[src/hdl/lzsr_pkg.sv]
// ----------------------------------------------------------------------------
// lzsr_pkg: shared definitions for the longest zero-sum run block
// Sizes of the prefix-sum table and the token that moves along the cell row.
// ----------------------------------------------------------------------------
package lzsr_pkg;

  localparam int unsigned MaxLen      = 1024;
  localparam int unsigned ElementBits = 12;

  // Position of an element inside the array, and a length that can reach MaxLen.
  localparam int unsigned PosW = $clog2(MaxLen);
  localparam int unsigned LenW = $clog2(MaxLen + 1);
  // A prefix sum of up to MaxLen elements cannot overflow this width.
  localparam int unsigned SumW = ElementBits + PosW + 1;

  // One accepted element as it travels down the row of cells.
  typedef struct packed {
    logic                   vld;   // slot holds an element
    logic                   last;  // final element of the array
    logic                   ovf;   // array ran past MaxLen elements
    logic                   srch;  // prefix sum must be looked up in the table
    logic                   done;  // lookup resolved (hit or inserted)
    logic [LenW-1:0]        best;  // this element's candidate run length
    logic [PosW-1:0]        idx;   // element position
    logic signed [SumW-1:0] sum;   // prefix sum through this element
  } lzsr_token_t;

endpackage

[src/hdl/lzsr_head.sv]
// ----------------------------------------------------------------------------
// lzsr_head: input stage
// Accepts elements, keeps the running prefix sum, the position counter and the
// overflow flag, and launches one token per element into the cell row.
// ----------------------------------------------------------------------------
module lzsr_head (
  input  logic                                  clk_i,
  input  logic                                  rst_ni,
  input  logic                                  en_i,
  input  logic                                  in_valid_i,
  input  logic signed [lzsr_pkg::ElementBits-1:0] element_i,
  input  logic                                  last_i,
  output lzsr_pkg::lzsr_token_t                 tok_o
);
  import lzsr_pkg::*;

  logic signed [SumW-1:0] sum_q, sum_d;
  logic [LenW-1:0]        idx_q, idx_d;
  logic                   ovf_q, ovf_d;
  lzsr_token_t            tok_q, tok_d;

  logic signed [SumW-1:0] sum_new;
  logic                   in_range;
  logic                   accept;

  assign accept   = in_valid_i && en_i;
  assign in_range = (idx_q < LenW'(MaxLen));
  assign sum_new  = sum_q + SumW'(element_i);

  always_comb begin
    sum_d = sum_q;
    idx_d = idx_q;
    ovf_d = ovf_q;
    tok_d = '0;
    if (accept) begin
      tok_d.vld  = 1'b1;
      tok_d.last = last_i;
      tok_d.idx  = idx_q[PosW-1:0];
      if (in_range) begin
        sum_d     = sum_new;
        idx_d     = LenW'(idx_q + 1'b1);
        tok_d.sum = sum_new;
        // A zero prefix sum means the whole array so far is a zero-sum run.
        if (sum_new == '0) begin
          tok_d.best = LenW'(idx_q + 1'b1);
        end else begin
          tok_d.srch = 1'b1;
        end
        tok_d.ovf = ovf_q;
      end else begin
        ovf_d     = 1'b1;
        tok_d.ovf = 1'b1;
      end
      if (last_i) begin
        sum_d = '0;
        idx_d = '0;
        ovf_d = 1'b0;
      end
    end
  end

  always_ff @(posedge clk_i or negedge rst_ni) begin
    if (!rst_ni) begin
      sum_q <= '0;
      idx_q <= '0;
      ovf_q <= 1'b0;
      tok_q <= '0;
    end else if (en_i) begin
      sum_q <= sum_d;
      idx_q <= idx_d;
      ovf_q <= ovf_d;
      tok_q <= tok_d;
    end
  end

  assign tok_o = tok_q;

endmodule

[config.mk]
export PLATFORM = sky130hd
export DESIGN_NAME = lzsr_head
export DESIGN_NICKNAME = d
export VERILOG_FILES = /design/src/hdl/lzsr_pkg.sv /design/src/hdl/lzsr_head.sv
export SDC_FILE = /design/constraint.sdc
export NUM_CORES = 1
export LEC_CHECK = 0
export BUFFER_PORTS_ARGS = -buffer_cell sky130_fd_sc_hd__buf_2
export CAP_MARGIN = 20
export CORE_ASPECT_RATIO = 2
export CORE_MARGIN = 1.5
export CORE_UTILIZATION = 25
export CTS_CLUSTER_SIZE = 10
export DETAILED_ROUTE_END_ITERATION = 10
export GPL_ROUTABILITY_DRIVEN = 0
export PLACE_DENSITY = 0.42
export SLEW_MARGIN = 5
export SYNTH_ARGS = -nofsm -noshare
export SYNTH_HDL_FRONTEND = slang
export SYNTH_SLANG_ARGS = --single-unit
[constraint.sdc]
create_clock -name clk_i -period 3.5 [get_ports clk_i]
set_clock_uncertainty 0.1 [all_clocks]
set_input_delay 0.35 -clock clk_i [delete_from_list [all_inputs] [get_ports clk_i]]
set_output_delay 0.35 -clock clk_i [all_outputs]
set_load 0.03 [all_outputs]
==> qor.txt <==
top cells by area, synth = dfrtp_1 46%, ha_1 6.4%, a22o_1 5.9%, o21ai_0 5.6%, o2bb2ai_1 3.9%
nets@finish = 570
post-synth top area cell = dfrtp_1
clk slew on worst S/H paths = 70 ps
CTS Buffer Depth = 2
count of pins over their slew limit = 0
synthesized area = 4483 um2
final hold vios = 0
Synth async-reset ratio = 100.0%
Die H = 192.4 um
VDD IR max = 266.6 uV
worst setup path category = reg -> reg
largest net degree at the start of global routing = 73
Crit-path slowest cell = or4_1
total gr overflow = 0
I/O pins = 66
Tot GR Track Use = 14.38%
Synth top area share = 46.33%
CP peak stage delay = 530 ps
ANT nets after route = 0
Via density = 5.019
worst slew pin tran = 993.7 ps
max cap viols = 0
CTS Root Cell = clkbuf_16
Yosys reg bits = 83
crit-path max FO = 11
Rows = 69
routed via count = 3749
Worst R2R Path Depth = 11
initial antenna violation count = 0
worst min path class = in -> async
Die ar. = 18790 um2
Initial Util = 25.33%
crit share post-route = 94.87%
WP data arrival = 3480 ps
Fillers = 1857
Area Growth Syn to Fin = 22.55%
Wirelength per Cell = 17.74 um
Psw = 1.694 mW
Net Sw Frac = 40.22%
synth warn = 0
Internal = 2.518 mW
RSZ-0062 raised after global routing = false
total CTS buffers = 9
CP required = 3660 ps
layout cells sized above 1 = 21.16%
Rel. slew slack = 33.50%
first drt pass iteration count = 4
Max Fclk = 0.3012 GHz
HPWL after DPL = 9.817 mm
clk sinks = 83
vias in the first global route = 3918
syn_area_per_cell = 9.788 um2
register share of total power = 30.9%
Tmin final = 3320 ps
DRC = 0
status = finished, final reports clean
Critical Path Source Type = register
number of synthesized flops with an enable pin = 0
Comb power frac = 44.7%
Power per Cell Area = 766.5 nW/um2
final setup fails = 0
Synth cell types = 54
syn nets = 499
sequential share of the synthesized area = 46.33%
Leakage = 2.602 nW
Hold WS = 52.02 ps
CP Capture Type = register
initial DRC count = 135
clock power share = 24.4%
ANT cells = 0
Post-Syn Instances = 458
routed wire length = 13.25 mm
first-pass GRT wire length = 20.92 mm
Cell Chain, Critical Path = ha_1 -> and2_4 -> a221o_1 -> or2_4 -> xor2_1 -> or4_1 -> nor4b_2 -> and4_1 -> nand4_1 -> buf_6 -> o2bb2ai_1
H-tree Lvls = 3
utilization after layout = 31.04%
commonest register cell after synthesis = dfrtp_1
CTS tree = done
Die X-Extent = 97.69 um
Worst-Skew Late Latency = 340 ps
IO Port Bufs = 64
core footprint = 17700 um2
==> cell families (layout without fill, tap and decap cells) <==
| logic type | Yosys count | in the layout | synth area share, % |
|---|---|---|---|
| xor gates and xnor gates | 25 | 25 | 4.884 |
| other | 1 | 1 | 0.08365 |
| muxes | 2 | 2 | 0.4466 |
| DFF | 83 | 83 | 46.33 |
| buffers and inverters | 44 | 120 | 3.935 |
| adders and majority gates | 24 | 24 | 6.866 |
| AOI/OAI and AO/OA | 162 | 162 | 24.50 |
| and+or+nand+nor | 117 | 117 | 12.95 |
==> worst max-delay path: cells and delay by family (launching register included) <==
family | cells | cell delay (ps)
and+or+nand+nor | 6 | 1630
AOI/OAI and AO/OA | 2 | 490
DFF | 1 | 380
adders and majority gates | 1 | 300
buffers and inverters | 1 | 170
xor gates and xnor gates | 1 | 160
==> per-layer routing <==
layer / GRT usage, % / part of all wire (%) / vias up
met5: 0 / 0 / -
met4: 5.659 / 2.4 / 0
met3: 2.137 / 2.5 / 22
met2: 27.75 / 56 / 75
met1: 15.47 / 40 / 1826
li1: - / - / 1826
==> flip-flops by register name, summed over array words and instances, names as in the netlist <==
register  cells
ovf_q         1
idx_q        11
sum_q        23
tok_o        48
==> power by group through the flow <==
stage / clock [mW] / combinational (mW) / sequential (mW)
CTS: 1.06 / 1.87 / 1.30
detailed placement: 0 / 1.86 / 1.32
floorplan: 0 / 1.03 / 1.48
global placement: 0 / 1.85 / 1.32
finish: 1.03 / 1.88 / 1.30
global route: 1.09 / 2.06 / 1.33
==> metrics by stage <==
stage          setup WS, ps  setup TNS (ps)  instance area [um2]  power, mW  std cells
5_1_grt              0.7070               0                 5494      4.478        747
4_1_cts               80.22               0                 5465      4.234        747
3_3_place_gp         -47.48          -498.2                 5140      3.165        731
2_1_floorplan         373.0               0                 4483      2.511        458
6_report              179.6               0                 5494      4.211        747
3_5_place_dp         -97.43          -834.9                 5140      3.181        731
==> what timing repair did <==
item | in CTS | in global routing
pin swaps | 0 | 1
gates cloned | 0 | 0
setup buffers | 0 | 0
endpoints found under the setup margin | 1 | 11
hold buffers | 0 | 0
resized for setup | 1 | 7
==> final cells by class <==
type	count	area, um2	area share [%]
multi-input cells	331	2270	41.31
flip-flops and latches	83	2077	37.80
repair buffers	86	491.7	8.950
clock buffers	12	266.5	4.851
well taps	213	266.5	4.851
inverters	18	67.56	1.230
clock inverters	4	55.05	1.002
==> placed cells by master, fill, tap and decap left out, types with 7 or more instances in the layout <==
cell type  instances
inv_1             17
o2bb2ai_1         20
nand4_1            7
buf_4             22
xnor2_1           15
nor2_1            20
a21oi_1           27
a22o_1            30
buf_2             63
ha_1              23
nand3_1           17
o21ai_0           49
xor2_1            10
clkbuf_16          9
dfrtp_1           83
nand2_1           38
==> final timing paths <==
check	startpoint	to	slack (ps)
max	sum_q[3]$_DFFE_PN0P_	tok_o[42]$_DFFE_PN0P_	180
min	rst_ni	tok_o[32]$_DFFE_PN0P_	50
max reg2reg	sum_q[3]$_DFFE_PN0P_	tok_o[42]$_DFFE_PN0P_	180
min reg2reg	sum_q[21]$_DFFE_PN0P_	sum_q[21]$_DFFE_PN0P_	390
max in group asynchronous	rst_ni	tok_o[9]$_DFFE_PN0P_	2500
min in group clk_i	last_i	idx_q[10]$_DFFE_PN0P_	180
==> cells in the mapped netlist (3+ instances only) <==
| cell type | instances |
|---|---|
| ha_1 | 23 |
| xnor2_1 | 15 |
| and2_1 | 4 |
| inv_1 | 17 |
| a22o_1 | 30 |
| nand4_1 | 7 |
| nand3_1 | 17 |
| and3_1 | 6 |
| a21oi_1 | 28 |
| nor3_1 | 4 |
| nand2_1 | 38 |
| nand2b_1 | 5 |
| nor2b_1 | 3 |
| o21bai_1 | 3 |
| xor2_1 | 10 |
| dfrtp_1 | 83 |
| and4_1 | 3 |
| o21ai_0 | 50 |
| clkbuf_1 | 22 |
| o211ai_1 | 3 |
| o31ai_1 | 3 |
| a21o_1 | 6 |
| nor2_1 | 20 |
| o2bb2ai_1 | 20 |
Note: power is estimated with default switching activity, not from simulation.
