==> src/hdl/lzsr_pkg.sv <==
// ----------------------------------------------------------------------------
// lzsr_pkg: shared definitions for the longest zero-sum run block
// Sizes of the prefix-sum table and the token that moves along the cell row.
// ----------------------------------------------------------------------------
package lzsr_pkg;

  localparam int unsigned MaxLen      = 1024;
  localparam int unsigned ElementBits = 12;

  // Position of an element inside the array, and a length that can reach MaxLen.
  localparam int unsigned PosW = $clog2(MaxLen);
  localparam int unsigned LenW = $clog2(MaxLen + 1);
  // A prefix sum of up to MaxLen elements cannot overflow this width.
  localparam int unsigned SumW = ElementBits + PosW + 1;

  // One accepted element as it travels down the row of cells.
  typedef struct packed {
    logic                   vld;   // slot holds an element
    logic                   last;  // final element of the array
    logic                   ovf;   // array ran past MaxLen elements
    logic                   srch;  // prefix sum must be looked up in the table
    logic                   done;  // lookup resolved (hit or inserted)
    logic [LenW-1:0]        best;  // this element's candidate run length
    logic [PosW-1:0]        idx;   // element position
    logic signed [SumW-1:0] sum;   // prefix sum through this element
  } lzsr_token_t;

endpackage

==> src/hdl/lzsr_tail.sv <==
// ----------------------------------------------------------------------------
// lzsr_tail: output stage
// Keeps the largest run length of the current array and presents the result
// when the last element leaves the cell row.
// ----------------------------------------------------------------------------
module lzsr_tail (
  input  logic                              clk_i,
  input  logic                              rst_ni,
  input  lzsr_pkg::lzsr_token_t             tok_i,
  output logic                              en_o,
  output logic                              out_valid_o,
  input  logic                              out_ready_i,
  output logic [lzsr_pkg::LenW-1:0]         best_length_o,
  output logic                              overflow_o
);
  import lzsr_pkg::*;

  logic [LenW-1:0] best_q, best_d;
  logic [LenW-1:0] cand;
  logic            out_vld_q, out_vld_d;
  logic [LenW-1:0] out_best_q, out_best_d;
  logic            out_ovf_q, out_ovf_d;
  logic            load;

  // The whole row advances only when the result register can take a result.
  assign en_o = !out_vld_q || out_ready_i;
  assign cand = (tok_i.best > best_q) ? tok_i.best : best_q;
  assign load = en_o && tok_i.vld && tok_i.last;

  always_comb begin
    best_d     = best_q;
    out_vld_d  = out_vld_q;
    out_best_d = out_best_q;
    out_ovf_d  = out_ovf_q;
    if (out_vld_q && out_ready_i) begin
      out_vld_d = 1'b0;
    end
    if (en_o && tok_i.vld) begin
      best_d = cand;
    end
    if (load) begin
      out_vld_d  = 1'b1;
      out_best_d = cand;
      out_ovf_d  = tok_i.ovf;
      best_d     = '0;
    end
  end

  always_ff @(posedge clk_i or negedge rst_ni) begin
    if (!rst_ni) begin
      best_q    <= '0;
      out_vld_q <= 1'b0;
    end else begin
      best_q    <= best_d;
      out_vld_q <= out_vld_d;
    end
  end

  always_ff @(posedge clk_i) begin
    out_best_q <= out_best_d;
    out_ovf_q  <= out_ovf_d;
  end

  assign out_valid_o   = out_vld_q;
  assign best_length_o = out_best_q;
  assign overflow_o    = out_ovf_q;

endmodule

==> config.mk <==
export PLATFORM = sky130hd
export DESIGN_NAME = lzsr_tail
export DESIGN_NICKNAME = d
export VERILOG_FILES = /design/src/hdl/lzsr_pkg.sv /design/src/hdl/lzsr_tail.sv
export SDC_FILE = /design/constraint.sdc
export NUM_CORES = 1
export LEC_CHECK = 0
export BUFFER_PORTS_ARGS = -buffer_cell sky130_fd_sc_hd__buf_2
export CAP_MARGIN = 20
export CELL_PAD_IN_SITES_DETAIL_PLACEMENT = 1
export CELL_PAD_IN_SITES_GLOBAL_PLACEMENT = 1
export CORE_MARGIN = 1.5
export CORE_UTILIZATION = 35
export DETAILED_ROUTE_END_ITERATION = 8
export PLACE_DENSITY = 0.92
export SYNTH_ARGS = -nofsm -noshare
export SYNTH_HDL_FRONTEND = slang
export SYNTH_SLANG_ARGS = --single-unit
export TNS_END_PERCENT = 20
==> constraint.sdc <==
create_clock -name clk_i -period 4 [get_ports clk_i]
set_input_delay 0 -clock clk_i [delete_from_list [all_inputs] [get_ports clk_i]]
set_output_delay 0 -clock clk_i [all_outputs]
set_load 0.02 [all_outputs]
==> flow_summary.ini <==
[power_and_ir_drop]
switching_share_pct = 38.0
leakagePower_nw = 0.790
power.density_nw_per_um2 = 610
combPwrFrac_pct = 44.5
clockPowerShare_pct = 20.7
ir_drop_mv = 0.178
total_switching_power_mw = 0.400
power_frac_seq_pct = 34.8
internal_power_mw = 0.653

[finish]
nets = 234
seq_area_um2 = 661
multi_input_area_um2 = 623
drive_above_1_share_pct = 23.5
num_antenna_cells = 0
syn_to_final_growth_pct = 25.0
fin_area_um2 = 1730
fin_util_pct = 46.4
fillers = 439

[timing]
timing.final.ws_setup_ns = 1.37
setup_viol = 0
hold_viol = 0
fin_crit_sh_pct = 65.9
fin_setup_tns_ns = 0
max_freq_mhz = 380
fin_skew_ns = 0.00387
report.final.slew_viol_count = 0
rsz0062_at_grt = no
layout_min_cycle_time_ns = 2.63
maxSlewHeadroom_pct = 33.8
worst_pin_slew_ns = 0.989

[die]
chipWidth_um = 65.8
pin_count = 66
start_util_pct = 37.1
core_area_um2 = 3720
die_h_um = 65.8
dieArea_um2 = 4330
num_rows = 22

[yosys]
synth_area_leaders = edfxtp_1, dfrtp_1, ha_1
synth_fp_nets = 196
syn_area_um2 = 1380
yosysUniqueCellTypes = 27
netlist.area_leader.share_pct = 26.1
yosys.area_share.simple_pct = 10.1
synthAdderAreaFrac_pct = 9.97
synth_top_family_by_area = compound AO/OA/AOI/OAI gates
syn_area_per_cell_um2 = 10.4
ys_seq_elements = 24
synthMuxAreaShare_pct = 0.816
synth_xor_area_share_pct = 0
synth_compound_area_share_pct = 24.3
netlist_instances = 133
yosysSeqAreaShare_pct = 47.9
yosysTopAreaCell = edfxtp_1
ys_warn_count = 0

[detailed_routing]
wl_per_cell_um = 17.4
routed_wl_mm = 3.79
initialDrtViolationCount = 79
drc = 0
drtPass1Iterations = 4
avgViaCountPerCell = 5.61
route.vias.total = 1224
antenna_left = 0

[global_routing]
grt_pass1_wl_mm = 6.35
grt_antenna_before_repair = 0
grt_pass1_vias = 1345
grt_start_max_net_pins = 25
grt-ovfl-total = 0
grt_usage_pct = 19.5

[cts]
cts_tree = yes
worstSkewPairLatency_ns = 0.27
cts_made_buffers = 3
post_cts.repair.setup_buffers = 0
clock_sinks = 24
ctsRootBufferMaster = clkbuf_8
cts_resized = 0
clk_pin_slew_worst_paths_ns = 0.09
cts_hold_buf = 10
h-tree-depth = 1
cts.path.max_buffers = 2

[place]
dp_hpwl_mm = 2.45
place_area_um2 = 1550
routabilityCongestion = 0.793
placement.io_buffers = 30
dp_slack_ns = 1.46

[job]
cap_violations = 0

[worst_setup_path]
critPathCaptureType = flop
crit_type = flop to flop
cp_data_required_time_ns = 4.03
crit_chain = inv_1, ha_1, nand3_1, nor3_1, nand4_1, buf_4, and2_1, mux2_2
critPathMaxStageDelay_ns = 0.35
crit_family = simple AND/OR/NAND/NOR gates
path_buf_inv = 2
arrival_ns = 2.67
crit_path_start_kind = flop
cp_max_fo = 17
crit_slowest_cell = dfrtp_1

[status]
status = finished clean

[hold_path]
hp-class = primary input to flop
[power by group through the flow]
| stage | Clock [mW] | Sequential [mW] | Combinational [mW] |
|---|---|---|---|
| 2_1_floorplan | 0 | 0.391 | 0.315 |
| 3_3_place_gp | 0 | 0.367 | 0.418 |
| 3_5_place_dp | 0 | 0.373 | 0.441 |
| 4_1_cts | 0.220 | 0.367 | 0.467 |
| 5_1_grt | 0.230 | 0.374 | 0.520 |
| 6_report | 0.218 | 0.366 | 0.469 |
[synthesized netlist by cell type]
| cell type | number |
|---|---|
| a21o_1 | 1 |
| a211o_1 | 9 |
| mux2_2 | 1 |
| o21ai_0 | 12 |
| o311ai_0 | 1 |
| buf_6 | 2 |
| buf_2 | 2 |
| inv_1 | 12 |
| and4b_1 | 1 |
| nand4_1 | 1 |
| nor3_1 | 2 |
| nand2_1 | 7 |
| a211oi_1 | 9 |
| ha_1 | 11 |
| nor3b_1 | 1 |
| dfrtp_1 | 12 |
| a221o_1 | 1 |
| a221oi_2 | 1 |
| nor2_1 | 3 |
| a2111oi_2 | 1 |
| o31ai_2 | 1 |
| clkbuf_1 | 5 |
| nand2b_1 | 1 |
| edfxtp_1 | 12 |
| and2_1 | 1 |
| a21oi_1 | 12 |
| nand3_1 | 11 |
[per-stage QoR]
| step | hold WS, ns | power (mW) | cells |
|---|---|---|---|
| final | 0.00355 | 1.05 | 218 |
| after global routing | 0.00683 | 1.12 | 218 |
| after CTS | 0.00307 | 1.05 | 218 |
| after detailed placement | -0.0910 | 0.814 | 204 |
| after global placement | -0.0983 | 0.786 | 204 |
| after floorplan | -0.296 | 0.706 | 133 |
[state kept, by name, summed over array words and instances (netlist names)]
signal / flops
overflow_o: 1
best_q: 11
out_valid_o: 1
best_length_o: 11
[worst register-to-register path, cell delays in order, from the launching register on]
cell and delay (ns):
dfrtp_1 0.35, inv_1 0.07, ha_1 0.32, nand3_1 0.14
nor3_1 0.34, nand4_1 0.27, buf_4 0.28, and2_1 0.30
mux2_2 0.32
[layout by cell type, fill, tap and decap left out, types with 2 or more instances in the layout]
| cell type | n |
|---|---|
| a211o_1 | 9 |
| a211oi_1 | 9 |
| a21oi_1 | 12 |
| buf_2 | 30 |
| buf_4 | 2 |
| clkbuf_8 | 3 |
| dfrtp_1 | 12 |
| dlygate4sd3_1 | 10 |
| edfxtp_1 | 12 |
| ha_1 | 11 |
| inv_1 | 12 |
| nand2_1 | 7 |
| nand3_1 | 11 |
| nor2_1 | 3 |
| nor3_1 | 2 |
| o21ai_0 | 12 |
[per-layer routing]
layer	share of wire (%)	vias up	track usage (%)	wire length, um
met4	2.3	0	8.85	88
li1	-	574	-	-
met5	0	-	0	0
met1	43	609	23.3	1650
met3	3.1	8	2.21	116
met2	51	33	34.7	1930
[final cells by class]
| class | count | share of cell area (%) |
|---|---|---|
| multi-input cells | 88 | 36.1 |
| flip-flops and latches | 24 | 38.3 |
| clock buffers | 3 | 2.39 |
| inverters | 12 | 2.61 |
| clock inverters | 1 | 1.74 |
| well taps | 48 | 3.48 |
| repair buffers | 42 | 15.4 |
[path summary, 6_finish.rpt]
path / from / endpoint / slack, ns / cells after the start
worst max-delay path: best_q[10] / best_length_o[0] / 1.37 / 8
min in group asynchronous: rst_ni / best_q[10] / 0.16 / 2
worst min-delay path: tok_i[37] / best_q[4] / 0.004 / 2
worst max register to register: best_q[10] / best_length_o[0] / 1.37 / 8
max in group asynchronous: rst_ni / best_q[3] / 3.60 / 2
worst min register to register: best_q[10] / best_q[10] / 0.52 / 2
[kinds of logic (layout without fill, tap and decap cells)]
logic type               after synthesis  after routing
AO/OA/AOI/OAI                         48             48
multiplexers                           1              1
AND/OR/NAND/NOR                       28             28
adder cells (fa/ha/maj)               11             11
flip-flops                            24             24
buffers and inverters                 21             58
Power figures use the tool's default switching activity.
