**src/hdl/lzsr_pkg.sv**
```systemverilog
// ----------------------------------------------------------------------------
// lzsr_pkg: shared definitions for the longest zero-sum run block
// Sizes of the prefix-sum table and the token that moves along the cell row.
// ----------------------------------------------------------------------------
package lzsr_pkg;

  localparam int unsigned MaxLen      = 1024;
  localparam int unsigned ElementBits = 12;

  // Position of an element inside the array, and a length that can reach MaxLen.
  localparam int unsigned PosW = $clog2(MaxLen);
  localparam int unsigned LenW = $clog2(MaxLen + 1);
  // A prefix sum of up to MaxLen elements cannot overflow this width.
  localparam int unsigned SumW = ElementBits + PosW + 1;

  // One accepted element as it travels down the row of cells.
  typedef struct packed {
    logic                   vld;   // slot holds an element
    logic                   last;  // final element of the array
    logic                   ovf;   // array ran past MaxLen elements
    logic                   srch;  // prefix sum must be looked up in the table
    logic                   done;  // lookup resolved (hit or inserted)
    logic [LenW-1:0]        best;  // this element's candidate run length
    logic [PosW-1:0]        idx;   // element position
    logic signed [SumW-1:0] sum;   // prefix sum through this element
  } lzsr_token_t;

endpackage

```
**src/hdl/lzsr_cell.sv**
```systemverilog
// ----------------------------------------------------------------------------
// lzsr_cell: one table entry of the prefix-sum table
// Compares the passing token against its stored sum, takes the sum if it is
// the first free entry, and drops its entry when the array's last element passes.
// ----------------------------------------------------------------------------
module lzsr_cell (
  input  logic                  clk_i,
  input  logic                  rst_ni,
  input  logic                  en_i,
  input  lzsr_pkg::lzsr_token_t tok_i,
  output lzsr_pkg::lzsr_token_t tok_o
);
  import lzsr_pkg::*;

  lzsr_token_t            tok_q, tok_d;
  logic                   ent_vld_q, ent_vld_d;
  logic signed [SumW-1:0] ent_sum_q, ent_sum_d;
  logic [PosW-1:0]        ent_pos_q, ent_pos_d;
  logic                   lookup;

  assign lookup = tok_i.vld && tok_i.srch && !tok_i.done;

  always_comb begin
    tok_d     = tok_i;
    ent_vld_d = ent_vld_q;
    ent_sum_d = ent_sum_q;
    ent_pos_d = ent_pos_q;
    if (lookup) begin
      // Entries fill in order, so the first free cell is where a new sum goes.
      if (!ent_vld_q) begin
        ent_vld_d  = 1'b1;
        ent_sum_d  = tok_i.sum;
        ent_pos_d  = tok_i.idx;
        tok_d.done = 1'b1;
      end else if (ent_sum_q == tok_i.sum) begin
        tok_d.done = 1'b1;
        tok_d.best = LenW'(tok_i.idx - ent_pos_q);
      end
    end
    // The last element sweeps the table clean for the array behind it.
    if (tok_i.vld && tok_i.last) begin
      ent_vld_d = 1'b0;
    end
  end

  always_ff @(posedge clk_i or negedge rst_ni) begin
    if (!rst_ni) begin
      tok_q     <= '0;
      ent_vld_q <= 1'b0;
    end else if (en_i) begin
      tok_q     <= tok_d;
      ent_vld_q <= ent_vld_d;
    end
  end

  always_ff @(posedge clk_i) begin
    if (en_i) begin
      ent_sum_q <= ent_sum_d;
      ent_pos_q <= ent_pos_d;
    end
  end

  assign tok_o = tok_q;

endmodule

```
**config.mk**
```make
export PLATFORM = sky130hd
export DESIGN_NAME = lzsr_cell
export DESIGN_NICKNAME = d
export VERILOG_FILES = /design/src/hdl/lzsr_pkg.sv /design/src/hdl/lzsr_cell.sv
export SDC_FILE = /design/constraint.sdc
export NUM_CORES = 1
export LEC_CHECK = 0
export CORE_ASPECT_RATIO = 0.75
export CORE_MARGIN = 2
export CORE_UTILIZATION = 35
export DETAILED_ROUTE_END_ITERATION = 8
export DONT_BUFFER_PORTS = 1
export HOLD_SLACK_MARGIN = 0.03
export PLACE_DENSITY_LB_ADDON = 0.25
export SYNTH_ARGS = -nofsm -noshare
export SYNTH_HDL_FRONTEND = slang
export SYNTH_SLANG_ARGS = --single-unit
export TNS_END_PERCENT = 5
```
**constraint.sdc**
```tcl
create_clock -name clk_i -period 4.3 [get_ports clk_i]
set_input_delay 0.43 -clock clk_i [delete_from_list [all_inputs] [get_ports clk_i]]
set_output_delay 0.43 -clock clk_i [all_outputs]
set_load 0.1 [all_outputs]
```
==> results of run 1 <==
[power groups by stage]
stage               Clock [mW]  Combinational (mW)  Sequential [mW]
floorplan                    0               0.109             1.25
global placement             0               0.115             1.26
detailed placement           0               0.118             1.26
CTS                      0.756               0.133             1.25
global route             0.789               0.147             1.25
finish                   0.728               0.130             1.24
[layer usage]
layer	part of all wire [%]	global-route usage [%]	vias up
li1	-	-	983
met1	47	17.3	1033
met2	41	18.7	77
met3	9.7	6.95	11
met4	1.5	4.89	0
met5	0	0	-
[kinds of logic (layout without fill, tap and decap cells)]
kind of cell             Yosys count  in the layout  share of synthesized area [%]
flip-flops                        83             83                           60.7
XOR/XNOR                          29             29                           6.87
buffers and inverters             21             32                           2.34
multiplexers                      42             42                           12.6
AND/OR/NAND/NOR                   45             45                           6.54
adder cells (fa/ha/maj)           11             11                           3.93
AO/OA/AOI/OAI                     38             38                           7.01
[per-stage QoR]
step,cells,area (µm²),power [mW]
after CTS,416,4170,2.13
after detailed placement,398,3850,1.38
after floorplan,269,3700,1.36
final,416,4170,2.10
after global routing,416,4170,2.19
after global placement,398,3850,1.38
[cell type report]
| type | instances | area [µm²] | area share, % |
|---|---|---|---|
| sequential | 83 | 2240 | 53.8 |
| multi-input combinational | 165 | 1380 | 33.1 |
| clock buffer | 9 | 225 | 5.40 |
| tap | 136 | 170 | 4.08 |
| clock inverter | 7 | 57.6 | 1.38 |
| inverter | 13 | 48.8 | 1.17 |
| timing repair buffer | 3 | 45.0 | 1.08 |
[synthesized netlist by cell type, types with 5 or more instances]
master	count
dfrtp_1	50
mux2_2	37
edfxtp_1	33
xor2_1	25
a21oi_1	13
inv_1	13
nor2_1	12
ha_1	10
nand2_1	9
clkbuf_1	7
o21ai_0	7
nor4_1	6
mux2i_1	5
[worst max path at each step]
stage                             from                      to  cells past startpoint
3_5_place_dp                 tok_i[23]   tok_o[43]$_DFFE_PN0P_                     10
4_1_cts        ent_sum_q[14]$_DFFE_PP_   tok_o[38]$_DFFE_PN0P_                      6
2_1_floorplan                     en_i  ent_pos_q[0]$_DFFE_PP_                      3
6_report        ent_pos_q[0]$_DFFE_PP_   tok_o[43]$_DFFE_PN0P_                      9
5_1_grt         ent_pos_q[0]$_DFFE_PP_   tok_o[43]$_DFFE_PN0P_                      9
3_3_place_gp                 tok_i[23]   tok_o[43]$_DFFE_PN0P_                     10
[registers in the layout, indices dropped and copies added (netlist names)]
register	cells
ent_sum_q	23
ent_vld_q	1
ent_pos_q	10
tok_o	49
[worst reg2reg max path, cell delays in order, from the launching register on]
cell and delay, ns:
edfxtp_1 0.32, ha_1 0.17, inv_1 0.06, fa_1 0.41, a211oi_1 0.24, o21ai_0 0.24
o311a_1 0.34, o21ai_0 0.15, nand3b_1 0.09, a31oi_1 0.18
[repair_timing]
action / in CTS / in global routing
hold buffers: 2 / 0
endpoints found under the hold margin: 50 / 0
resized for setup: 0 / 0
endpoints found under the setup margin: 0 / 0
==> results.tsv, run 1 <==
stage	metric	value	unit
outcome	outcome	completed	
timing	Max Clk Rate	0.439	GHz
worst_setup_path	reg2reg path depth	9	
timing	Fin Hold WS	0.186	ns
clocking	CTS tree	done	
worst_setup_path	RR Endpoint	tok_o[43]$_DFFE_PN0P_	
place	IO Port Bufs	0	
logic_synthesis	area leader, netlist	dfrtp_1	
clocking	CTS root buf	clkbuf_16	
clocking	setup bufs post-CTS	0	
clocking	CTS Buffer Depth	2	
finish	layout net count	338	
place	pre-CTS setup slack	1.86	ns
floorplanning	Core Rows	32	
place	GP Congestion	0.712	
logic_synthesis	async set or reset register ratio after synthesis	60.2	%
detailed_routing	drc violations	0	
power_and_ir_drop	clock network fraction of total power	34.6	%
place	DP Wirelength	5.08	mm
finish	fraction of layout cells with a size suffix above 1	21.8	%
timing	final worst slack	2.02	ns
power_and_ir_drop	sw frac	36.2	%
timing	Final setup violation count	0	
timing	post-route clock period utilization	52.9	%
clocking	clock sinks	83	
finish	most common cell after layout, fill and taps aside	dfrtp_1	
floorplanning	Die Area	0.0114	mm²
timing	setup_tns	0	ns
timing	RSZ-0062 raised after global routing	no	
worst_setup_path	crit-path most repeated cell	o21ai_0	
job	max_cap viols	0	
timing	Slew Viols, Final	0	
detailed_routing	vias per inst	5.06	
worst_setup_path	Worst R2R Start	ent_pos_q[0]$_DFFE_PP_	
worst_setup_path	crit end category	flop	
worst_setup_path	Reg2Reg Setup Slack	2.02	ns
timing	Hold Vio Cnt, Final	0	
logic_synthesis	post-synthesis cell area	0.00369	mm²
finish	most frequent cells in the layout	dfrtp_1 (50), mux2_2 (37), edfxtp_1 (33)	
timing	Layout Skew	0.00435	ns
min_path	Hold EP	ent_sum_q[16]$_DFFE_PP_	
detailed_routing	Vias	2104	
power_and_ir_drop	Worst VDD drop	0.205	mV
logic_synthesis	syn avg cell area	13.7	µm²
worst_setup_path	worst setup path category	flop to flop	
power_and_ir_drop	Gate power share	6.2	%
min_path	worst hold start	tok_i[16]	
detailed_routing	Initial DRT Pass Iterations	4	
logic_synthesis	Seq/Total Area, Yosys	60.7	%
worst_setup_path	CP delay by family, top	compound AO/OA/AOI/OAI gates	
clocking	clock transition at the registers of the reported paths	0.07	ns
clocking	worst skew pair latency	0.33	ns
logic_synthesis	Yosys cell types	37	
grt	initial antenna violation count	0	
logic_synthesis	Yosys reg bits	83	
worst_setup_path	CP max FO	3	
finish	Synth-to-Final Area Change	12.9	%
floorplanning	die height	93.0	µm
grt	gr usage total	13.3	%
grt	first-pass GRT wire length	11.2	mm
worst_setup_path	worst-path cell chain	ha_1 -> inv_1 -> fa_1 -> a211oi_1 -> o21ai_0 -> o311a_1 -> o21ai_0 -> nand3b_1 -> a31oi_1	
worst_setup_path	Crit-path slowest cell	fa_1	
floorplanning	DIE WIDTH	123	µm
min_path	Hold Path Class	primary input to flop	
logic_synthesis	Most used DFF post-synth	dfrtp_1	
power_and_ir_drop	Switch Pwr	762	µW
worst_setup_path	Crit path arrival time	2.53	ns
grt	largest net degree at the start of global routing	62	
worst_setup_path	Crit path required time	4.56	ns
clocking	# H-tree levels	3	
logic_synthesis	Mapped Cells	269	
detailed_routing	antenna-violating nets left	0	
finish	final core occ	40.5	%
timing	worst-margin pin slew	0.946	ns
detailed_routing	DRT iter0 DRCs	84	
timing	minimum clock period	2.28	ns
floorplanning	Ports	101	
grt	global route total overflow	0	
logic_synthesis	ranking of synthesized cells by area	dfrtp_1 (34%), edfxtp_1 (27%), mux2_2 (11%)	
logic_synthesis	Post-synth EDFFs	33	
logic_synthesis	Yosys top cell area share	33.9	%
logic_synthesis	Net Count, Synth	332	
clocking	TritonCTS Buffers	9	
worst_setup_path	WP buf/inv	1	
power_and_ir_drop	Power Density	504	mW/mm²
floorplanning	initial core utilization	35.9	%
grt	number of global-route vias before repair	2147	
power_and_ir_drop	Lkg Pwr	1.62	nW
timing	Slew Limit Headroom	36.9	%
finish	ANT cells	0	
worst_setup_path	Slowest Stage Delay on Critical Path	0.41	ns
power_and_ir_drop	sequential power share	59.2	%
floorplanning	area of the core	0.0103	mm²
finish	fill count	977	
detailed_routing	post-DR wirelength/cell	17.4	µm
logic_synthesis	yosys warns	0	
power_and_ir_drop	Int Pwr	1.34	mW
worst_setup_path	Critical Path Start Type	flop	
min_path	Hold Crit Depth	0	
detailed_routing	final wirelength	7.24	mm
Power figures use the tool's default switching activity.
==> inputs of run 2 (changes only) <==
==> constraint.sdc (replaced) <==
create_clock -name clk_i -period 2.3 [get_ports clk_i]
set_input_delay 0.23 -clock clk_i [delete_from_list [all_inputs] [get_ports clk_i]]
set_output_delay 0.23 -clock clk_i [all_outputs]
set_load 0.1 [all_outputs]
==> results.tsv, run 2 (synthesis results as in run 1) <==
stage	metric	value	unit	change
grt	number of global-route vias before repair	2564		+19%
detailed_routing	vias per inst	4.85		-4.1%
place	Post-DP Area	0.00398	mm²	+3.2%
finish	Layout Cells excl Fill	473		+14%
timing	minimum clock period	2.12	ns	-0.155 ns
power_and_ir_drop	clock network fraction of total power	34.4	%	-0.2 points
place	GP Congestion	0.742		+4.3%
floorplanning	die height	93.0	µm	unchanged
clocking	CTS tree	done		
timing	Final setup violation count	0		unchanged
worst_setup_path	crit end category	flop		
power_and_ir_drop	Switch Pwr	1.39	mW	+82%
worst_setup_path	Crit path arrival time	2.37	ns	-0.16 ns
power_and_ir_drop	Power Density	859	mW/mm²	+70%
finish	layout net count	395		+17%
floorplanning	area of the core	0.0103	mm²	unchanged
clocking	clock sinks	83		unchanged
power_and_ir_drop	sw frac	34.0	%	-2.2 points
place	pre-CTS setup slack	0.00721	ns	-1.85 ns
finish	most common cell after layout, fill and taps aside	dfrtp_1		
finish	most frequent cells in the layout	dfrtp_1 (50), dlygate4sd3_1 (43), mux2_2 (37)		
finish	Synth-to-Final Area Change	28.6	%	
grt	gr usage total	14.9	%	+1.6 points
timing	worst-margin pin slew	0.922	ns	-0.0243 ns
job	max_cap viols	0		unchanged
worst_setup_path	worst-path cell chain	ha_1 -> inv_1 -> fa_1 -> a211oi_2 -> o21ai_2 -> o311a_1 -> o21ai_0 -> nand3b_1 -> a31oi_1		
worst_setup_path	Crit-path slowest cell	fa_1		
power_and_ir_drop	Int Pwr	2.69	mW	+100%
timing	Layout Skew	0.00432	ns	-0.0000280 ns
place	IO Port Bufs	0		unchanged
power_and_ir_drop	Lkg Pwr	1.88	nW	+16%
finish	fraction of layout cells with a size suffix above 1	23.4	%	+1.7 points
clocking	setup bufs post-CTS	0		unchanged
worst_setup_path	Slowest Stage Delay on Critical Path	0.43	ns	+0.02 ns
finish	max reg flops	49		unchanged
finish	Post-Layout Inst Area	0.00475	mm²	+14%
worst_setup_path	worst setup path category	flop to flop		
detailed_routing	antenna-violating nets left	0		unchanged
floorplanning	DIE WIDTH	123	µm	unchanged
floorplanning	Ports	101		unchanged
timing	Slew Viols, Final	0		unchanged
clocking	clock transition at the registers of the reported paths	0.06	ns	about the same
clocking	TritonCTS Buffers	9		unchanged
power_and_ir_drop	sequential power share	53.4	%	-5.8 points
timing	Max Clk Rate	0.471	GHz	+7.3%
power_and_ir_drop	Worst VDD drop	0.469	mV	+130%
finish	FF+latch area	0.00224	mm²	unchanged
place	Inst Count DP	413		+3.8%
grt	largest net degree at the start of global routing	54		-13%
detailed_routing	final wirelength	7.99	mm	+10%
floorplanning	initial core utilization	35.9	%	unchanged
grt	first-pass GRT wire length	12.8	mm	+14%
timing	RSZ-0062 raised after global routing	yes		
detailed_routing	Vias	2294		+9.0%
power_and_ir_drop	Gate power share	12.2	%	+6.0 points
finish	ANT cells	0		unchanged
outcome	outcome	completed		
grt	global route total overflow	0		unchanged
clocking	CTS root buf	clkbuf_16		
floorplanning	Core Rows	32		unchanged
place	DP Wirelength	5.15	mm	+1.2%
grt	initial antenna violation count	0		unchanged
detailed_routing	drc violations	0		unchanged
clocking	# H-tree levels	3		unchanged
detailed_routing	DRT iter0 DRCs	81		-3.6%
clocking	worst skew pair latency	0.33	ns	about the same
worst_setup_path	CP max FO	3		unchanged
worst_setup_path	Critical Path Start Type	flop		
timing	post-route clock period utilization	92.2	%	+39 points
timing	final worst slack	0.179	ns	-1.85 ns
timing	Fin Hold WS	0.0426	ns	-0.143 ns
detailed_routing	post-DR wirelength/cell	16.9	µm	-3.0%
worst_setup_path	Crit path required time	2.55	ns	-2.01 ns
floorplanning	Die Area	0.0114	mm²	unchanged
finish	fill count	941		-3.7%
clocking	CTS Buffer Depth	2		unchanged
timing	Hold Vio Cnt, Final	0		unchanged
finish	area of the multi-input gates	0.00140	mm²	+1.3%
min_path	Hold Path Class	primary input to flop		
finish	final core occ	46.2	%	+5.7 points
detailed_routing	Initial DRT Pass Iterations	4		unchanged
timing	Slew Limit Headroom	38.5	%	+1.6 points
## run 2: cell count changes in the layout (fill, tap and decap cells not counted), sizes merged
cell and change:
dlygate4sd3 +42, buf +15, clkbuf +4, inv -4, clkinv -2, clkinvlp +2
## run 2: layout make-up
class                           instances  area share (%)
Sequential cell                        83            47.2
Multi-Input combinational cell        165            29.4
Timing Repair Buffer                   60            12.4
Clock buffer                           13            5.92
Tap cell                              136            3.58
Inverter                               13            1.03
Clock inverter                          3           0.421
## run 2: layer usage
metal / vias up / global-route usage (%) / share of wire (%)
met2: 79 / 22.4 / 44
li1: 1091 / - / -
met4: 0 / 4.89 / 1.2
met3: 9 / 6.16 / 8.3
met1: 1115 / 19.5 / 46
met5: - / 0 / 0
## run 2: timing repair
item | CTS | global route
hold endpoints to repair | 92 | 6
endpoints found under the setup margin | 1 | 4
hold buffers | 38 | 6
resized for setup | 1 | 4
## run 2: power groups by stage
stage / logic (mW) / clock network (mW) / registers (mW)
3_5_place_dp: 0.405 / 0 / 2.21
6_report: 0.496 / 1.41 / 2.18
4_1_cts: 0.490 / 1.45 / 2.18
3_3_place_gp: 0.398 / 0 / 2.21
5_1_grt: 0.535 / 1.52 / 2.19
2_1_floorplan: 0.205 / 0 / 2.34
## run 2: critical path, delay by kind of cell, from the launching register on
family                   cells  cell delay (ns)
adder cells (fa/ha/maj)      2             0.60
flip-flops                   1             0.33
buffers and inverters        1             0.06
AND/OR/NAND/NOR              1             0.10
AO/OA/AOI/OAI                5             0.96
## run 2: through the flow
| step | total power [mW] | setup TNS [ns] |
|---|---|---|
| 6_report | 4.08 | 0 |
| 5_1_grt | 4.25 | -0.0110 |
| 4_1_cts | 4.12 | 0 |
| 3_5_place_dp | 2.62 | 0 |
| 3_3_place_gp | 2.61 | 0 |
| 2_1_floorplan | 2.55 | 0 |
## run 2: final timing paths
check                                  startpoint                    end  slack, ns  cells past startpoint
setup / recovery           ent_pos_q[0]$_DFFE_PP_  tok_o[43]$_DFFE_PN0P_       0.18                      9
hold / removal                          tok_i[38]  tok_o[38]$_DFFE_PN0P_       0.04                      2
setup reg to reg           ent_pos_q[0]$_DFFE_PP_  tok_o[43]$_DFFE_PN0P_       0.18                      9
hold reg to reg             tok_o[35]$_DFFE_PN0P_  tok_o[35]$_DFFE_PN0P_       0.51                      2
max in group asynchronous                  rst_ni   tok_o[5]$_DFFE_PN0P_       1.66                      2
min in group asynchronous                  rst_ni  tok_o[25]$_DFFE_PN0P_       0.41                      2
==> inputs of run 3 (changes only) <==
--- a/config.mk
+++ b/config.mk
@@ -10,8 +10,9 @@
 export CORE_UTILIZATION = 35
 export DETAILED_ROUTE_END_ITERATION = 8
 export DONT_BUFFER_PORTS = 1
+export GPL_TIMING_DRIVEN = 0
 export HOLD_SLACK_MARGIN = 0.03
-export PLACE_DENSITY_LB_ADDON = 0.25
+export PLACE_DENSITY_LB_ADDON = 0.1
 export SYNTH_ARGS = -nofsm -noshare
 export SYNTH_HDL_FRONTEND = slang
 export SYNTH_SLANG_ARGS = --single-unit
==> results.tsv, run 3 (synthesis results as in run 1) <==
stage	metric	value	unit	change
place	IO Port Bufs	0		unchanged
min_path	Hold Path Class	primary input to flop		
worst_setup_path	worst setup path category	flop to flop		
power_and_ir_drop	Worst VDD drop	0.404	mV	-14%
worst_setup_path	Crit path arrival time	2.39	ns	+0.02 ns
timing	Fin Hold WS	0.0445	ns	+0.00190 ns
detailed_routing	post-DR wirelength/cell	17.8	µm	+5.6%
worst_setup_path	crit end category	flop		
clocking	CTS Buffer Depth	2		unchanged
timing	Final setup violation count	0		unchanged
worst_setup_path	worst-path cell chain	ha_1 -> inv_1 -> fa_1 -> a211oi_2 -> o21ai_2 -> o311a_1 -> o21ai_0 -> nand3b_1 -> a31oi_1		
floorplanning	Ports	101		unchanged
detailed_routing	Vias	2272		-0.96%
grt	initial antenna violation count	0		unchanged
finish	fill count	946		+0.53%
finish	most common cell after layout, fill and taps aside	dfrtp_1		
finish	fraction of layout cells with a size suffix above 1	20.0	%	-3.4 points
timing	Hold Vio Cnt, Final	0		unchanged
detailed_routing	DRT iter0 DRCs	123		+52%
worst_setup_path	CP max FO	3		unchanged
clocking	CTS root buf	clkbuf_16		
worst_setup_path	CP delay by family, top	compound AO/OA/AOI/OAI gates		
floorplanning	initial core utilization	35.9	%	unchanged
worst_setup_path	WP buf/inv	1		unchanged
min_path	Hold Crit Depth	2		unchanged
timing	Max Clk Rate	0.468	GHz	-0.73%
floorplanning	die height	93.0	µm	unchanged
grt	gr usage total	15.4	%	+0.54 points
finish	Layout Cells excl Fill	466		-1.5%
detailed_routing	final wirelength	8.31	mm	+4.1%
place	Inst Count DP	407		-1.5%
worst_setup_path	reg2reg path depth	9		unchanged
outcome	outcome	completed		
worst_setup_path	Reg2Reg Setup Slack	0.16	ns	-0.02 ns
place	pre-CTS setup slack	-0.0399	ns	-0.0471 ns
timing	minimum clock period	2.14	ns	+0.0155 ns
detailed_routing	Initial DRT Pass Iterations	4		unchanged
finish	layout net count	388		-1.8%
timing	post-route clock period utilization	92.9	%	+0.68 points
clocking	TritonCTS Buffers	9		unchanged
floorplanning	Die Area	0.0114	mm²	unchanged
timing	RSZ-0062 raised after global routing	yes		
finish	FF+latch area	0.00224	mm²	unchanged
clocking	worst skew pair latency	0.33	ns	about the same
finish	max reg flops	49		unchanged
grt	global route total overflow	0		unchanged
grt	largest net degree at the start of global routing	51		-5.6%
timing	worst-margin pin slew	0.929	ns	+0.00683 ns
floorplanning	Core Rows	32		unchanged
grt	number of global-route vias before repair	2380		-7.2%
worst_setup_path	Critical Path Start Type	flop		
timing	setup_tns	0	ns	unchanged
finish	most frequent cells in the layout	dfrtp_1 (50), dlygate4sd3_1 (41), mux2_2 (37)		
clocking	clock sinks	83		unchanged
min_path	Hold EP	tok_o[38]$_DFFE_PN0P_		
worst_setup_path	Slowest Stage Delay on Critical Path	0.42	ns	about the same
power_and_ir_drop	Power Density	861	mW/mm²	+0.27%
worst_setup_path	RR Endpoint	tok_o[43]$_DFFE_PN0P_		
timing	Slew Viols, Final	0		unchanged
timing	Slew Limit Headroom	38.1	%	-0.46 points
job	max_cap viols	0		unchanged
finish	Synth-to-Final Area Change	25.8	%	
finish	area of the multi-input gates	0.00139	mm²	-0.63%
detailed_routing	drc violations	0		unchanged
worst_setup_path	Crit-path slowest cell	fa_1		
grt	first-pass GRT wire length	12.9	mm	+0.80%
place	DP Wirelength	5.54	mm	+7.6%
min_path	worst hold start	tok_i[38]		
finish	ANT cells	0		unchanged
detailed_routing	antenna-violating nets left	0		unchanged
power_and_ir_drop	Lkg Pwr	1.82	nW	-3.5%
place	GP Congestion	0.722		-2.7%
worst_setup_path	Worst R2R Start	ent_pos_q[0]$_DFFE_PP_		
floorplanning	area of the core	0.0103	mm²	unchanged
floorplanning	DIE WIDTH	123	µm	unchanged
clocking	CTS tree	done		
clocking	# H-tree levels	3		unchanged
detailed_routing	vias per inst	4.88		+0.53%
timing	final worst slack	0.163	ns	-0.0155 ns
worst_setup_path	Crit path required time	2.56	ns	about the same
clocking	clock transition at the registers of the reported paths	0.06	ns	about the same
timing	Layout Skew	0.00454	ns	+0.000221 ns
finish	final core occ	45.2	%	-1.0 points
[run 3: repair_timing]
action,CTS,global route
resized for setup,1,2
hold buffers,40,2
endpoints found under the hold margin,105,2
setup buffers,0,1
endpoints found under the setup margin,1,8
pin swaps,0,1
[run 3: through the flow]
step	total power, mW	instance area, µm²
6_report	4.00	4650
3_5_place_dp	2.61	3910
5_1_grt	4.18	4650
4_1_cts	4.07	4600
3_3_place_gp	2.61	3880
2_1_floorplan	2.55	3710
[run 3: power breakdown]
| group | switching [mW] | internal, mW | leakage [nW] |
|---|---|---|---|
| clock | 0.602 | 0.737 | 0.132 |
| combinational | 0.154 | 0.184 | 0.802 |
| sequential | 0.701 | 1.63 | 0.882 |
| total | 1.46 | 2.55 | 1.82 |
[run 3: worst max-delay path by stage]
stage	end	slack (ns)	startpoint	cells past startpoint
final	tok_o[43]$_DFFE_PN0P_	0.16	ent_pos_q[0]$_DFFE_PP_	9
after global placement	ent_sum_q[19]$_DFFE_PP_	-0.76	en_i	3
after detailed placement	ent_sum_q[20]$_DFFE_PP_	-0.04	en_i	5
after CTS	tok_o[39]$_DFFE_PN0P_	0.01	ent_sum_q[14]$_DFFE_PP_	6
after floorplan	ent_pos_q[0]$_DFFE_PP_	0.12	en_i	3
after global routing	tok_o[43]$_DFFE_PN0P_	-0.08	ent_pos_q[0]$_DFFE_PP_	9
[run 3: final cells by class]
type	instances	area share [%]
plain buffers	8	0.807
clock buffers	9	4.84
multi-input cells	165	29.9
flip-flops and latches	83	48.2
inverters	13	1.05
clock inverters	7	1.10
well taps	136	3.66
repair buffers	45	10.4
[run 3: layer usage]
metal | routed length [µm] | global-route usage (%) | share of wire [%]
met1 | 4080 | 22.1 | 49
met2 | 3490 | 21.3 | 42
met3 | 646 | 6.16 | 7.8
met4 | 98 | 4.60 | 1.2
met5 | 0 | 0 | 0
